<file path="src/hdl/bdt_pkg.sv">
package bdt_pkg;

    // Input item modes
    typedef enum logic [1:0] {
        MODE_START = 2'd0,
        MODE_BYTE  = 2'd1,
        MODE_LINK  = 2'd2,
        MODE_NONE  = 2'd3
    } mode_t;

    // Configuration register indexes
    typedef enum logic [1:0] {
        CFG_MAX_PER_CMD = 2'd0,
        CFG_CODE_UPPER  = 2'd1,
        CFG_CODE_LOWER  = 2'd2,
        CFG_CODE_BOTH   = 2'd3
    } cfg_idx_t;

    // Register reset values
    localparam logic [6:0] MAX_PER_CMD_RST = 7'd60;
    localparam logic [7:0] CODE_UPPER_RST  = 8'h45;
    localparam logic [7:0] CODE_LOWER_RST  = 8'h55;
    localparam logic [7:0] CODE_BOTH_RST   = 8'h56;

    // Status classes
    localparam logic [3:0] ST_GOOD        = 4'd0;
    localparam logic [3:0] ST_NORMAL_STOP = 4'd1;
    localparam logic [3:0] ST_REQUEST     = 4'd8;
    localparam logic [3:0] ST_CONNECTION  = 4'd11;
    localparam logic [3:0] ST_UNKNOWN     = 4'd12;

    // Frame error codes
    localparam logic [2:0] FERR_NONE       = 3'd0;
    localparam logic [2:0] FERR_BAD_LEN    = 3'd1;
    localparam logic [2:0] FERR_UNEXP_CMD  = 3'd2;
    localparam logic [2:0] FERR_NON_DIGIT  = 3'd3;
    localparam logic [2:0] FERR_NOT_ACTIVE = 3'd4;
    localparam logic [2:0] FERR_EMPTY_REQ  = 3'd5;

    // Command data lengths
    localparam logic [2:0] DLEN_NONE   = 3'd0;
    localparam logic [2:0] DLEN_SINGLE = 3'd2;
    localparam logic [2:0] DLEN_DOUBLE = 3'd4;

    // Frame layout
    localparam logic [5:0] SINGLE_FRAME_LEN = 6'd10;
    localparam logic [5:0] DOUBLE_FRAME_LEN = 6'd17;
    localparam int         CAPT_BYTES       = 16;   // highest position read is 15
    localparam logic [5:0] POS_MAX          = 6'd63;

    localparam logic [7:0] ASCII_ZERO = 8'h30;
    localparam logic [7:0] ASCII_NINE = 8'h39;
    localparam logic [7:0] STAT_LO    = 8'h30;
    localparam logic [7:0] STAT_HI    = 8'h4f;

    // Status byte 0x30..0x4f to status class
    localparam logic [3:0] STATUS_MAP [32] = '{
        4'd0, 4'd1, 4'd2, 4'd3, 4'd4, 4'd3, 4'd3, 4'd5,
        4'd6, 4'd12, 4'd7, 4'd8, 4'd7, 4'd7, 4'd12, 4'd5,
        4'd6, 4'd5, 4'd3, 4'd9, 4'd10, 4'd5, 4'd5, 4'd9,
        4'd3, 4'd5, 4'd5, 4'd12, 4'd3, 4'd12, 4'd3, 4'd12
    };

    typedef logic [CAPT_BYTES-1:0][7:0] capt_bytes_t;

    // Frame view handed from the capture stage to the decoder
    typedef struct packed {
        capt_bytes_t bytes;
        logic [5:0]  len;
    } frame_t;

    // One result item
    typedef struct packed {
        logic        cmd_valid;
        logic [7:0]  cmd_code;
        logic [15:0] cmd_first_digits;
        logic [15:0] cmd_second_digits;
        logic [2:0]  cmd_data_len;
        logic        done_res;
        logic [3:0]  status;
        logic [11:0] upper_dispensed;
        logic [11:0] lower_dispensed;
        logic [11:0] upper_rejected;
        logic [11:0] lower_rejected;
        logic [2:0]  frame_error;
    } res_t;

    function automatic logic is_digit(input logic [7:0] b);
        return (b >= ASCII_ZERO) && (b <= ASCII_NINE);
    endfunction

    // Two ASCII digits to a count 0..99 (digits already checked)
    function automatic logic [6:0] ascii_pair(input logic [7:0] hi, input logic [7:0] lo);
        logic [6:0] t;
        t = 7'(hi[3:0]) * 7'd10;
        return t + 7'(lo[3:0]);
    endfunction

    function automatic logic [3:0] map_status(input logic [7:0] b);
        logic [7:0] idx;
        idx = b - STAT_LO;
        if ((b >= STAT_LO) && (b <= STAT_HI))
            return STATUS_MAP[idx[4:0]];
        return ST_UNKNOWN;
    endfunction

    // Count 0..99 to ASCII tens/units; n*103>>10 is n/10 over this range
    function automatic logic [15:0] enc_count(input logic [6:0] n);
        logic [13:0] p;
        logic [3:0]  tens;
        logic [6:0]  tt;
        logic [6:0]  u;
        p    = 14'(n) * 14'd103;
        tens = p[13:10];
        tt   = 7'(tens) * 7'd10;
        u    = n - tt;
        return {4'h3, tens, 4'h3, u[3:0]};
    endfunction

endpackage

</file>
<file path="src/hdl/bdt_in_if.sv">
interface bdt_in_if
    import bdt_pkg::*;
();
    logic        valid;
    logic        ready;
    logic [1:0]  mode;
    logic [11:0] request_upper;
    logic [11:0] request_lower;
    logic [7:0]  data_byte;
    logic        last_byte;

    modport source (output valid, mode, request_upper, request_lower, data_byte, last_byte,
                    input ready);
    modport sink   (input valid, mode, request_upper, request_lower, data_byte, last_byte,
                    output ready);
endinterface

</file>
<file path="src/hdl/bdt_out_if.sv">
interface bdt_out_if
    import bdt_pkg::*;
();
    logic        valid;
    logic        ready;
    logic        cmd_valid;
    logic [7:0]  cmd_code;
    logic [15:0] cmd_first_digits;
    logic [15:0] cmd_second_digits;
    logic [2:0]  cmd_data_len;
    logic        done_res;
    logic [3:0]  status;
    logic [11:0] upper_dispensed;
    logic [11:0] lower_dispensed;
    logic [11:0] upper_rejected;
    logic [11:0] lower_rejected;
    logic [2:0]  frame_error;

    modport source (output valid, cmd_valid, cmd_code, cmd_first_digits, cmd_second_digits,
                           cmd_data_len, done_res, status, upper_dispensed, lower_dispensed,
                           upper_rejected, lower_rejected, frame_error,
                    input  ready);
    modport sink   (input  valid, cmd_valid, cmd_code, cmd_first_digits, cmd_second_digits,
                           cmd_data_len, done_res, status, upper_dispensed, lower_dispensed,
                           upper_rejected, lower_rejected, frame_error,
                    output ready);
endinterface

</file>
<file path="src/hdl/bdt_frame_capture.sv">
module bdt_frame_capture
    import bdt_pkg::*;
(
    input  logic       clk,
    input  logic       rst_n,
    input  logic       wr_en,
    input  logic       clear,
    input  logic [7:0] data_byte,
    input  logic       last_byte,
    output frame_t     frame
);

    logic [5:0]  pos_reg;
    logic [5:0]  pos_next;
    capt_bytes_t bytes_reg;

    // Byte position, saturating; back to zero at frame end or on clear
    always_comb
    begin
        pos_next = pos_reg;
        if (clear)
        begin
            pos_next = '0;
        end
        else if (wr_en)
        begin
            if (last_byte)
                pos_next = '0;
            else if (pos_reg != POS_MAX)
                pos_next = pos_reg + 6'd1;
        end
    end

    always_ff @(posedge clk or negedge rst_n)
    begin
        if (!rst_n)
            pos_reg <= '0;
        else
            pos_reg <= pos_next;
    end

    // Only the leading bytes are ever decoded, so only those are kept
    always_ff @(posedge clk)
    begin
        if (wr_en && (pos_reg < 6'(CAPT_BYTES)))
            bytes_reg[pos_reg[3:0]] <= data_byte;
    end

    // Frame view including the byte arriving now
    always_comb
    begin
        for (int k = 0; k < CAPT_BYTES; k++)
        begin
            if (pos_reg == 6'(k))
                frame.bytes[k] = data_byte;
            else
                frame.bytes[k] = bytes_reg[k];
        end
        frame.len = (pos_reg == POS_MAX) ? POS_MAX : pos_reg + 6'd1;
    end

endmodule

</file>
<file path="src/hdl/bill_dispense_transaction_top.sv">
// Channel  Dir  Handshake        Payload
// din      in   valid / ready    mode, request_upper, request_lower, data_byte, last_byte
// dout     out  valid / ready    command fields, done_res, status, counters, frame_error
// cfg      in   cfg_we           cfg_index, cfg_data (write only)
//
// One item per cycle sustained while the result register is not stalled; an item
// passes through the input register, then its result through the result register to dout.
// The decode of a finished frame, counter update and next command encode sit
// in the single logic stage between those two registers.
// An item with a result waits in the input register while the result register
// is stalled; din.ready then drops. Items without a result never wait.
// rst_n clears all counters, flags and the configuration to its defaults.
module bill_dispense_transaction_top
    import bdt_pkg::*;
#(
    parameter int COUNT_WIDTH = 12
)
(
    input  logic       clk,
    input  logic       rst_n,
    bdt_in_if.sink     din,
    bdt_out_if.source  dout,
    input  logic       cfg_we,
    input  logic [1:0] cfg_index,
    input  logic [7:0] cfg_data
);

    localparam int CW = COUNT_WIDTH;
    localparam logic [CW:0] CNT_MAX = {1'b0, {CW{1'b1}}};

    // Configuration
    logic [6:0] max_per_cmd_reg;
    logic [7:0] code_upper_reg;
    logic [7:0] code_lower_reg;
    logic [7:0] code_both_reg;

    // Input register
    logic        s1_valid_reg;
    mode_t       s1_mode_reg;
    logic [11:0] s1_req_u_reg;
    logic [11:0] s1_req_l_reg;
    logic [7:0]  s1_byte_reg;
    logic        s1_last_reg;

    // Operation state
    logic [CW-1:0] rem_u_reg, rem_u_next;
    logic [CW-1:0] rem_l_reg, rem_l_next;
    logic [CW-1:0] disp_u_reg, disp_u_next;
    logic [CW-1:0] disp_l_reg, disp_l_next;
    logic [CW-1:0] rej_u_reg, rej_u_next;
    logic [CW-1:0] rej_l_reg, rej_l_next;
    logic          failed_reg, failed_next;

    // Result register
    logic out_valid_reg;
    res_t out_reg;
    res_t res;

    logic s1_has_res;
    logic s1_adv;
    logic active;

    frame_t frame;
    logic   capt_wr;
    logic   capt_clr;

    logic       fin;
    logic       iss;
    logic       frame_ok;
    logic [3:0] st;
    logic [2:0] ferr;

    logic       up_match;
    logic       lo_match;
    logic       single_dig_ok;
    logic       double_dig_ok;
    logic [6:0] cnt_a, cnt_b, cnt_c, cnt_d;

    logic [6:0]    cap;
    logic [CW-1:0] cap_w;
    logic [6:0]    n_u, n_l;

    // Pipeline control
    assign s1_has_res = s1_valid_reg && ((s1_mode_reg == MODE_START) ||
                                         (s1_mode_reg == MODE_LINK) ||
                                         ((s1_mode_reg == MODE_BYTE) && s1_last_reg));
    assign s1_adv    = s1_valid_reg && (!s1_has_res || !out_valid_reg || dout.ready);
    assign din.ready = !s1_valid_reg || s1_adv;

    always_ff @(posedge clk or negedge rst_n)
    begin
        if (!rst_n)
            s1_valid_reg <= 1'b0;
        else if (din.ready)
            s1_valid_reg <= din.valid;
    end

    always_ff @(posedge clk)
    begin
        if (din.ready && din.valid)
        begin
            s1_mode_reg  <= mode_t'(din.mode);
            s1_req_u_reg <= din.request_upper;
            s1_req_l_reg <= din.request_lower;
            s1_byte_reg  <= din.data_byte;
            s1_last_reg  <= din.last_byte;
        end
    end

    // Configuration writes
    always_ff @(posedge clk or negedge rst_n)
    begin
        if (!rst_n)
        begin
            max_per_cmd_reg <= MAX_PER_CMD_RST;
            code_upper_reg  <= CODE_UPPER_RST;
            code_lower_reg  <= CODE_LOWER_RST;
            code_both_reg   <= CODE_BOTH_RST;
        end
        else if (cfg_we)
        begin
            unique case (cfg_idx_t'(cfg_index))
                CFG_MAX_PER_CMD: max_per_cmd_reg <= cfg_data[6:0];
                CFG_CODE_UPPER:  code_upper_reg  <= cfg_data;
                CFG_CODE_LOWER:  code_lower_reg  <= cfg_data;
                CFG_CODE_BOTH:   code_both_reg   <= cfg_data;
                default: ;
            endcase
        end
    end

    // Response frame capture
    assign capt_wr  = s1_adv && (s1_mode_reg == MODE_BYTE);
    assign capt_clr = s1_adv && ((s1_mode_reg == MODE_START) || (s1_mode_reg == MODE_LINK));

    bdt_frame_capture u_capture (
        .clk       (clk),
        .rst_n     (rst_n),
        .wr_en     (capt_wr),
        .clear     (capt_clr),
        .data_byte (s1_byte_reg),
        .last_byte (s1_last_reg),
        .frame     (frame)
    );

    // Frame field checks and counts
    assign active   = !failed_reg && ((rem_u_reg != '0) || (rem_l_reg != '0));
    assign up_match = (frame.bytes[0] == code_upper_reg);
    assign lo_match = (frame.bytes[0] == code_lower_reg);
    assign single_dig_ok = is_digit(frame.bytes[3]) && is_digit(frame.bytes[4]) &&
                           is_digit(frame.bytes[7]) && is_digit(frame.bytes[8]);
    assign double_dig_ok = single_dig_ok &&
                           is_digit(frame.bytes[12]) && is_digit(frame.bytes[13]) &&
                           is_digit(frame.bytes[14]) && is_digit(frame.bytes[15]);
    assign cnt_a = ascii_pair(frame.bytes[3], frame.bytes[4]);
    assign cnt_b = ascii_pair(frame.bytes[7], frame.bytes[8]);
    assign cnt_c = ascii_pair(frame.bytes[12], frame.bytes[13]);
    assign cnt_d = ascii_pair(frame.bytes[14], frame.bytes[15]);

    function automatic logic [CW-1:0] sat_add(input logic [CW-1:0] a, input logic [6:0] b);
        logic [CW:0] s;
        s = {1'b0, a} + (CW+1)'(b);
        return (s > CNT_MAX) ? CNT_MAX[CW-1:0] : s[CW-1:0];
    endfunction

    function automatic logic [CW-1:0] sat_sub(input logic [CW-1:0] a, input logic [6:0] b);
        return (a > CW'(b)) ? a - CW'(b) : '0;
    endfunction

    // Item decode and state update
    always_comb
    begin
        rem_u_next  = rem_u_reg;
        rem_l_next  = rem_l_reg;
        disp_u_next = disp_u_reg;
        disp_l_next = disp_l_reg;
        rej_u_next  = rej_u_reg;
        rej_l_next  = rej_l_reg;
        failed_next = failed_reg;
        fin         = 1'b0;
        iss         = 1'b0;
        frame_ok    = 1'b0;
        st          = ST_GOOD;
        ferr        = FERR_NONE;

        unique case (s1_mode_reg)
            MODE_START:
            begin
                rem_u_next  = CW'(s1_req_u_reg);
                rem_l_next  = CW'(s1_req_l_reg);
                disp_u_next = '0;
                disp_l_next = '0;
                rej_u_next  = '0;
                rej_l_next  = '0;
                failed_next = 1'b0;
                if ((rem_u_next == '0) && (rem_l_next == '0))
                begin
                    fin  = 1'b1;
                    st   = ST_REQUEST;
                    ferr = FERR_EMPTY_REQ;
                end
                else
                begin
                    iss = 1'b1;
                end
            end
            MODE_BYTE:
            begin
                if (s1_last_reg)
                begin
                    if (!active)
                    begin
                        fin  = 1'b1;
                        st   = ST_UNKNOWN;
                        ferr = FERR_NOT_ACTIVE;
                    end
                    else if (frame.len == SINGLE_FRAME_LEN)
                    begin
                        if (!up_match && !lo_match)
                            ferr = FERR_UNEXP_CMD;
                        else if (!single_dig_ok)
                            ferr = FERR_NON_DIGIT;
                        else
                        begin
                            frame_ok = 1'b1;
                            if (up_match)
                            begin
                                rem_u_next  = sat_sub(rem_u_reg, cnt_a);
                                disp_u_next = sat_add(disp_u_reg, cnt_a);
                                rej_u_next  = sat_add(rej_u_reg, cnt_b);
                            end
                            else
                            begin
                                rem_l_next  = sat_sub(rem_l_reg, cnt_a);
                                disp_l_next = sat_add(disp_l_reg, cnt_a);
                                rej_l_next  = sat_add(rej_l_reg, cnt_b);
                            end
                            st = map_status(frame.bytes[5]);
                        end
                    end
                    else if (frame.len == DOUBLE_FRAME_LEN)
                    begin
                        if (frame.bytes[0] != code_both_reg)
                            ferr = FERR_UNEXP_CMD;
                        else if (!double_dig_ok)
                            ferr = FERR_NON_DIGIT;
                        else
                        begin
                            frame_ok    = 1'b1;
                            rem_u_next  = sat_sub(rem_u_reg, cnt_a);
                            disp_u_next = sat_add(disp_u_reg, cnt_a);
                            rej_u_next  = sat_add(rej_u_reg, cnt_c);
                            rem_l_next  = sat_sub(rem_l_reg, cnt_b);
                            disp_l_next = sat_add(disp_l_reg, cnt_b);
                            rej_l_next  = sat_add(rej_l_reg, cnt_d);
                            st = map_status(frame.bytes[9]);
                        end
                    end
                    else
                    begin
                        ferr = FERR_BAD_LEN;
                    end

                    // Rejected frame: report and stop the operation
                    if (active && !frame_ok)
                    begin
                        fin         = 1'b1;
                        st          = ST_UNKNOWN;
                        failed_next = 1'b1;
                    end

                    // Accepted frame: stop, finish or send the next command
                    if (frame_ok)
                    begin
                        if ((st != ST_GOOD) && (st != ST_NORMAL_STOP))
                        begin
                            failed_next = 1'b1;
                            fin         = 1'b1;
                        end
                        else if ((rem_u_next == '0) && (rem_l_next == '0))
                            fin = 1'b1;
                        else
                            iss = 1'b1;
                    end
                end
            end
            MODE_LINK:
            begin
                failed_next = 1'b1;
                fin         = 1'b1;
                st          = ST_CONNECTION;
                ferr        = active ? FERR_NONE : FERR_NOT_ACTIVE;
            end
            default: ;
        endcase
    end

    // Per-command cap, clamped to 1..99
    always_comb
    begin
        if (max_per_cmd_reg == 7'd0)
            cap = 7'd1;
        else if (max_per_cmd_reg > 7'd99)
            cap = 7'd99;
        else
            cap = max_per_cmd_reg;
    end

    assign cap_w = CW'(cap);
    assign n_u   = (rem_u_next > cap_w) ? cap : rem_u_next[6:0];
    assign n_l   = (rem_l_next > cap_w) ? cap : rem_l_next[6:0];

    // Result item
    always_comb
    begin
        res                 = '0;
        res.upper_dispensed = 12'(disp_u_next);
        res.lower_dispensed = 12'(disp_l_next);
        res.upper_rejected  = 12'(rej_u_next);
        res.lower_rejected  = 12'(rej_l_next);
        if (fin)
        begin
            res.done_res    = 1'b1;
            res.status      = st;
            res.frame_error = ferr;
        end
        if (iss)
        begin
            res.cmd_valid = 1'b1;
            res.status    = st;
            if ((rem_u_next != '0) && (rem_l_next != '0))
            begin
                res.cmd_code          = code_both_reg;
                res.cmd_first_digits  = enc_count(n_u);
                res.cmd_second_digits = enc_count(n_l);
                res.cmd_data_len      = DLEN_DOUBLE;
            end
            else if (rem_u_next != '0)
            begin
                res.cmd_code         = code_upper_reg;
                res.cmd_first_digits = enc_count(n_u);
                res.cmd_data_len     = DLEN_SINGLE;
            end
            else
            begin
                res.cmd_code         = code_lower_reg;
                res.cmd_first_digits = enc_count(n_l);
                res.cmd_data_len     = DLEN_SINGLE;
            end
        end
    end

    // State registers
    always_ff @(posedge clk or negedge rst_n)
    begin
        if (!rst_n)
        begin
            rem_u_reg  <= '0;
            rem_l_reg  <= '0;
            disp_u_reg <= '0;
            disp_l_reg <= '0;
            rej_u_reg  <= '0;
            rej_l_reg  <= '0;
            failed_reg <= 1'b0;
        end
        else if (s1_adv)
        begin
            rem_u_reg  <= rem_u_next;
            rem_l_reg  <= rem_l_next;
            disp_u_reg <= disp_u_next;
            disp_l_reg <= disp_l_next;
            rej_u_reg  <= rej_u_next;
            rej_l_reg  <= rej_l_next;
            failed_reg <= failed_next;
        end
    end

    // Result register
    always_ff @(posedge clk or negedge rst_n)
    begin
        if (!rst_n)
            out_valid_reg <= 1'b0;
        else if (s1_adv && s1_has_res)
            out_valid_reg <= 1'b1;
        else if (dout.ready)
            out_valid_reg <= 1'b0;
    end

    always_ff @(posedge clk)
    begin
        if (s1_adv && s1_has_res)
            out_reg <= res;
    end

    assign dout.valid             = out_valid_reg;
    assign dout.cmd_valid         = out_reg.cmd_valid;
    assign dout.cmd_code          = out_reg.cmd_code;
    assign dout.cmd_first_digits  = out_reg.cmd_first_digits;
    assign dout.cmd_second_digits = out_reg.cmd_second_digits;
    assign dout.cmd_data_len      = out_reg.cmd_data_len;
    assign dout.done_res          = out_reg.done_res;
    assign dout.status            = out_reg.status;
    assign dout.upper_dispensed   = out_reg.upper_dispensed;
    assign dout.lower_dispensed   = out_reg.lower_dispensed;
    assign dout.upper_rejected    = out_reg.upper_rejected;
    assign dout.lower_rejected    = out_reg.lower_rejected;
    assign dout.frame_error       = out_reg.frame_error;

`ifndef SYNTHESIS
    // A result is either a command or a completion, never both
    a_cmd_xor_done: assert property (@(posedge clk) disable iff (!rst_n)
        dout.valid |-> !(dout.cmd_valid && dout.done_res))
        else $error("result is both command and completion");

    // Every item that yields a result lands in the result register
    a_res_lands: assert property (@(posedge clk) disable iff (!rst_n)
        (s1_adv && s1_has_res) |=> out_valid_reg)
        else $error("result lost");

    // A link failure always leaves the operation failed
    a_link_fails: assert property (@(posedge clk) disable iff (!rst_n)
        (s1_adv && (s1_mode_reg == MODE_LINK)) |=> failed_reg)
        else $error("link failure did not set failed flag");

    // A command is only issued while bills remain
    a_cmd_needs_rem: assert property (@(posedge clk) disable iff (!rst_n)
        (s1_adv && iss) |=> ((rem_u_reg != '0) || (rem_l_reg != '0)))
        else $error("command issued with nothing remaining");
`endif

endmodule

</file>
<file path="src/flat_wrapper.sv">
// flat-port wrapper written by rule: the top's interface ports become plain ports
module bill_dispense_transaction_top_flat import bdt_pkg::*;
#(
    parameter int COUNT_WIDTH = 12
)
  (clk, rst_n, cfg_we, cfg_index, cfg_data, din_valid, din_mode, din_request_upper, din_request_lower, din_data_byte, din_last_byte, din_ready, dout_valid, dout_cmd_valid, dout_cmd_code, dout_cmd_first_digits, dout_cmd_second_digits, dout_cmd_data_len, dout_done_res, dout_status, dout_upper_dispensed, dout_lower_dispensed, dout_upper_rejected, dout_lower_rejected, dout_frame_error, dout_ready);
  bdt_in_if din_i ();
  bdt_out_if dout_i ();
  input  logic clk;
  input  logic rst_n;
  input  logic cfg_we;
  input  logic [1:0] cfg_index;
  input  logic [7:0] cfg_data;
  input wire logic [$bits(din_i.valid)-1:0] din_valid;
  input wire logic [$bits(din_i.mode)-1:0] din_mode;
  input wire logic [$bits(din_i.request_upper)-1:0] din_request_upper;
  input wire logic [$bits(din_i.request_lower)-1:0] din_request_lower;
  input wire logic [$bits(din_i.data_byte)-1:0] din_data_byte;
  input wire logic [$bits(din_i.last_byte)-1:0] din_last_byte;
  output wire logic [$bits(din_i.ready)-1:0] din_ready;
  output wire logic [$bits(dout_i.valid)-1:0] dout_valid;
  output wire logic [$bits(dout_i.cmd_valid)-1:0] dout_cmd_valid;
  output wire logic [$bits(dout_i.cmd_code)-1:0] dout_cmd_code;
  output wire logic [$bits(dout_i.cmd_first_digits)-1:0] dout_cmd_first_digits;
  output wire logic [$bits(dout_i.cmd_second_digits)-1:0] dout_cmd_second_digits;
  output wire logic [$bits(dout_i.cmd_data_len)-1:0] dout_cmd_data_len;
  output wire logic [$bits(dout_i.done_res)-1:0] dout_done_res;
  output wire logic [$bits(dout_i.status)-1:0] dout_status;
  output wire logic [$bits(dout_i.upper_dispensed)-1:0] dout_upper_dispensed;
  output wire logic [$bits(dout_i.lower_dispensed)-1:0] dout_lower_dispensed;
  output wire logic [$bits(dout_i.upper_rejected)-1:0] dout_upper_rejected;
  output wire logic [$bits(dout_i.lower_rejected)-1:0] dout_lower_rejected;
  output wire logic [$bits(dout_i.frame_error)-1:0] dout_frame_error;
  input wire logic [$bits(dout_i.ready)-1:0] dout_ready;
  assign din_i.valid = din_valid;
  assign din_i.mode = din_mode;
  assign din_i.request_upper = din_request_upper;
  assign din_i.request_lower = din_request_lower;
  assign din_i.data_byte = din_data_byte;
  assign din_i.last_byte = din_last_byte;
  assign din_ready = din_i.ready;
  assign dout_valid = dout_i.valid;
  assign dout_cmd_valid = dout_i.cmd_valid;
  assign dout_cmd_code = dout_i.cmd_code;
  assign dout_cmd_first_digits = dout_i.cmd_first_digits;
  assign dout_cmd_second_digits = dout_i.cmd_second_digits;
  assign dout_cmd_data_len = dout_i.cmd_data_len;
  assign dout_done_res = dout_i.done_res;
  assign dout_status = dout_i.status;
  assign dout_upper_dispensed = dout_i.upper_dispensed;
  assign dout_lower_dispensed = dout_i.lower_dispensed;
  assign dout_upper_rejected = dout_i.upper_rejected;
  assign dout_lower_rejected = dout_i.lower_rejected;
  assign dout_frame_error = dout_i.frame_error;
  assign dout_i.ready = dout_ready;
  bill_dispense_transaction_top #(.COUNT_WIDTH(COUNT_WIDTH)) u_core (.clk(clk), .rst_n(rst_n), .din(din_i), .dout(dout_i), .cfg_we(cfg_we), .cfg_index(cfg_index), .cfg_data(cfg_data));
endmodule
</file>
<file path="config.mk">
export PLATFORM = sky130hd
export DESIGN_NAME = bill_dispense_transaction_top_flat
export DESIGN_NICKNAME = d
export VERILOG_FILES = /design/src/hdl/bdt_pkg.sv /design/src/hdl/bdt_in_if.sv /design/src/hdl/bdt_out_if.sv /design/src/hdl/bdt_frame_capture.sv /design/src/hdl/bill_dispense_transaction_top.sv /design/src/flat_wrapper.sv
export SDC_FILE = /design/constraint.sdc
export NUM_CORES = 1
export LEC_CHECK = 0
export ABC_AREA = 0
export BUFFER_PORTS_ARGS = -buffer_cell sky130_fd_sc_hd__buf_4
export CAP_MARGIN = 10
export CORE_MARGIN = 2
export CORE_UTILIZATION = 55
export DETAILED_ROUTE_END_ITERATION = 10
export PLACE_DENSITY = 0.73
export SKIP_CTS_REPAIR_TIMING = 1
export SLEW_MARGIN = 20
export SYNTH_ARGS = -nofsm -noshare
export SYNTH_HDL_FRONTEND = slang
export SYNTH_HIERARCHICAL = 1
export SYNTH_SLANG_ARGS = --single-unit
</file>
<file path="constraint.sdc">
create_clock -name clk -period 16.85 [get_ports clk]
set_input_delay 3.37 -clock clk [delete_from_list [all_inputs] [get_ports clk]]
set_output_delay 3.37 -clock clk [all_outputs]
set_load 0.005 [all_outputs]
</file>
; After elaboration in Yosys (flattened, before gate mapping)
; Memory sizes are Yosys's and may differ from the RTL's.
; Cells that the tools add are included.
[op_classes]
n_bitwise = 3
n_mul = 8
n_reduce_logical = 71
addsub = 19
eq_ne = 24
magnitude_cmp = 38
n_mux = 181
[op_table]
columns = operator, n
row1 = $mux W12, 68
row2 = $pmux W12 S2, 6
row3 = $bwmux W128, 1
row4 = $mux W8, 12
row5 = $add A12 B7 Y13, 7
row6 = $gt A13 B12 Y1 const B, 7
row7 = $mux W4, 21
row8 = $ge A8 B6 Y1 const B, 10
row9 = $le A8 B6 Y1 const B, 8
row10 = $gt A12 B7 Y1, 5
row11 = $logic_not A12 Y1, 4
row12 = $mux W24, 2
row13 = $reduce_bool A12 Y1, 4
row14 = $mux W44, 1
row15 = $eq A6 B4 Y1 const B, 7
row16 = $mux W1, 42
row17 = $sub A12 B7 Y12, 3
row18 = $logic_and A1 B1 Y1, 33
row19 = $demux W8 S4, 1
row20 = $mux W6, 5
row21 = $add A7 B4 Y7, 4
row22 = $mul A7 B7 Y14 const B, 2
row23 = $mux W7, 4
row24 = $mux W3, 9
row25 = other kinds (42), 78
[totals]
out_inout_bits = 102
mem_bits_ro = 256
n_memories = 2
wordCells = 395
ff_bits = 375
inputBits = 50
[mem_list]
columns = memory, depth, width, read_ports, rd_ports_with_merged_regs, write_ports, line
row1 = (no name shown), 32, 4, 1, 0, 0, bdt_pkg.sv:103  ; return STATUS_MAP[idx[4:0]];
row2 = (no name shown), 32, 4, 1, 0, 0, bdt_pkg.sv:103

; Longest topological paths before layout
[depth]
depth_word = 35
mapped_depth = 55
depth_no_buf = 54

; By module
; The synthesis kept the hierarchy.
[by_module_without_submodules]
columns = mod, cells_each, seq_area_each_um2, instances, area_each_um2
row1 = bill_dispense_transaction_top, 2106, 6244.7, 1, 19287.2
row2 = bdt_frame_capture, 368, 3993.8, 1, 6322.3

; Worst setup path after synthesis
; Ideal clock, no wire load.
[synth_timing]
kind = register to register
start = reg u_core.u_capture.pos_reg[0]
end = reg u_core.out_reg (netlist bit u_core/dout.cmd_first_digits[3]), data pin
t_required_ns = 16.581
path_slack_ns = 5.642
path_buffers = 1
arrival_ns = 10.938
stages_incl_launch_ff = 51
synth_period_minus_slack_ns = 11.208
setup_ns = 0.269
path_cell_list = dfrtp_1 -> ha_1 -> buf_2 -> nand3_4 -> mux2_2 -> ha_1 -> ha_1 -> fa_1 -> xnor2_1 -> inv_1 -> ha_1 -> or2_1 -> o2111ai_1 -> a21oi_1 -> maj3_2 -> o2111ai_1 -> a21o_1 -> a21oi_1 -> (+15 left out) -> inv_1 -> fa_1 -> inv_1 -> fa_1 -> ha_1 -> and2_1 -> o21ai_0 -> o21ai_0 -> o22a_1 -> a21oi_1 -> xnor2_1 -> fa_1 -> xnor2_1 -> xnor2_1 -> nand2_1 -> mux2i_1 -> o21ba_1 -> a211oi_2
[synth_lines]
columns = element, line
row1 = from (decl), bdt_frame_capture.sv:13  ; logic [5:0] pos_reg;
row2 = from (signal assigned), bdt_frame_capture.sv:39  ; pos_reg <= pos_next;
row3 = to (signal assigned), bill_dispense_transaction_top.sv:392  ; out_reg <= res;
row4 = to (decl), bill_dispense_transaction_top.sv:56  ; res_t out_reg;

==> out/qor.yml <==
status: "complete, no violations"
critical_path_required_ns: 17.16
firstDrtPassIters: 5
slowest_stage: "dfrtp_1"
fin_area_um2: 26600
dieArea_um2: 45100
coreArea_um2: 43000
cts_tree: "built"
io_pins: 152
critPathMaxFanout: 16
fin_crit_sh_pct: 77.7
clock.fmax_mhz: 76.4
gp_congestion: 0.966
r2r_end: "u_core/dout.cmd_first_digits[3]$_SDFFCE_PN0P_"
htree_num_levels: 2
setup_tns_ns: 0
reg2reg_depth: 49
largest_register_ffs: 88
p_leak_nw: 11.2
grt-ovfl-total: 0
clock_latency_ns: 0.58
via_count: 19400
clock-sinks: 319
min_to: "u_core/max_per_cmd_reg[0]$_DFFE_PN0P_"
die_w_um: 212
setup_viol: 0
wire_per_inst_um: 22.3
dp_hpwl_mm: 50.4
io_buffers: 142
endpoint_kind: "register"
cpPeakStageDelay_ns: 0.70
rsz0062_at_grt: "false"
initial_core_util_pct: 55.5
cts_buffers: 36
syn_inst: 2384
p_per_area_nw_per_um2: 121
cts-root-buf: "clkbuf_16"
cap_violations: 0
syn_to_final_growth_pct: 11.5
die_h_um: 212
drt_wl_total_mm: 69.1
ant_nets: 0
path_common_cell: "ha_1"
slew_headroom_pct: 24.6
post-route-min-period_ns: 13.09
whs_path_depth: 1
drcViolationCount: 0
drive_gt1_share_pct: 17.8
worstSetupPathType: "reg2reg"
drtIter0Drc: 1886
syn_area_um2: 23900
cp_num_buf_inv: 6
nets: 2772
skew_ns: 0.0289
r2r_setup_slack_ns: 3.76
placementRows: 76
path_clk_slew_ns: 0.06
finalHoldViolCount: 0
worstReg2RegStart: "u_core/u_capture/pos_reg[2]$_DFFE_PN0P_"
syn_avg_cell_area_um2: 10.0
antenna_cells: 0
cp_top_family: "adder cells"
vias_per_cell: 6.25
drv_slew: 0
grt_max_degree: 67
yosysWarnings: 6
crit_path_start_kind: "register"
grtUsageTotal_pct: 31.1
hold_start: "u_core/max_per_cmd_reg[0]$_DFFE_PN0P_"
grt_first_pass_wirelength_mm: 108
placed_area_um2: 25300
hold_class: "reg2reg"
grt_pass1_vias: 19300
clockBufferDepth: 3
cp-startpoint: "u_core/u_capture/pos_reg[2]$_DFFE_PN0P_"
antenna_found_initial: 0
worstMarginPinSlew_ns: 1.13
cp.arrival_ns: 13.40
vdd_drop_max_mv: 0.213
-- metal layers --
| metal | share of wire [%] | track usage (%) |
|---|---|---|
| met4 | 4.3 | 13.1 |
| met1 | 43 | 42.1 |
| met5 | 0 | 0 |
| met3 | 7.5 | 4.79 |
| met2 | 45 | 49.9 |
-- power breakdown --
| part | total [mW] | switching, mW | internal (mW) |
|---|---|---|---|
| clock | 0.835 | 0.336 | 0.499 |
| sequential | 1.01 | 0.0871 | 0.924 |
| combinational | 1.38 | 0.778 | 0.602 |
| total | 3.23 | 1.20 | 2.02 |
-- worst max-delay path by stage --
stage / depth (start not counted) / to / slack [ns]
CTS: 50 / u_core/dout.cmd_first_digits[3]$_SDFFCE_PN0P_ / 3.83
detailed placement: 50 / u_core/dout.cmd_first_digits[3]$_SDFFCE_PN0P_ / 3.93
global route: 48 / u_core/dout.cmd_first_digits[3]$_SDFFCE_PN0P_ / 2.99
floorplan: 50 / u_core/dout.cmd_first_digits[3]$_SDFFCE_PN0P_ / 5.66
global placement: 48 / u_core/dout.cmd_first_digits[3]$_SDFFCE_PN0P_ / 4.23
finish: 49 / u_core/dout.cmd_first_digits[3]$_SDFFCE_PN0P_ / 3.76
-- worst reg2reg max path, delay by kind of cell (launching register included) --
family	cells	cell delay (ns)
compound gates	15	2.97
xor+xnor	4	1.19
flops	1	0.70
simple gates	9	2.37
fa+ha+maj	12	4.07
buf+inv	6	0.52
mux	3	1.00
-- cell usage in the layout (no fill, tap or decap), types with 11 or more instances in the layout --
master	n
a211oi_1	21
a21o_1	30
a21oi_1	143
a22o_1	12
a22oi_1	20
a31oi_1	19
and2_1	14
buf_4	172
clkbuf_1	11
clkbuf_16	36
dfrtp_1	97
dfstp_2	15
edfxtp_1	207
fa_1	36
ha_1	201
inv_1	149
mux2_2	121
mux2_4	21
mux2i_1	23
nand2_1	209
nand2b_1	23
nand3_1	44
nand4_1	20
nor2_1	166
nor2b_1	27
nor3_1	42
nor4_1	21
o211ai_1	26
o21a_1	29
o21ai_0	159
o21bai_1	14
o221ai_1	11
o31ai_1	16
or3_1	16
xnor2_1	47
xor2_1	49
-- cell type report --
| class | instances | area (um^2) |
|---|---|---|
| Clock inverter | 14 | 234 |
| Multi-Input combinational cell | 1806 | 13700 |
| Timing Repair Buffer | 172 | 1290 |
| Sequential cell | 319 | 9040 |
| Clock buffer | 52 | 1010 |
| Tap cell | 585 | 732 |
| Inverter | 150 | 563 |
| Fill cell | 3589 | 16400 |
-- metrics by stage --
step	std cells	hold WS [ns]	util [%]	total power [mW]	setup slack, ns
4_1_cts	3098	0.540	61.9	3.24	3.83
3_5_place_dp	3032	0.525	59.0	2.39	3.93
6_report	3098	0.541	61.9	3.23	3.76
3_3_place_gp	3032	0.522	59.0	2.36	4.23
5_1_grt	3098	0.554	61.9	3.47	2.99
2_1_floorplan	2392	0.482	-	2.01	5.66
Power figures use the tool's default switching activity.
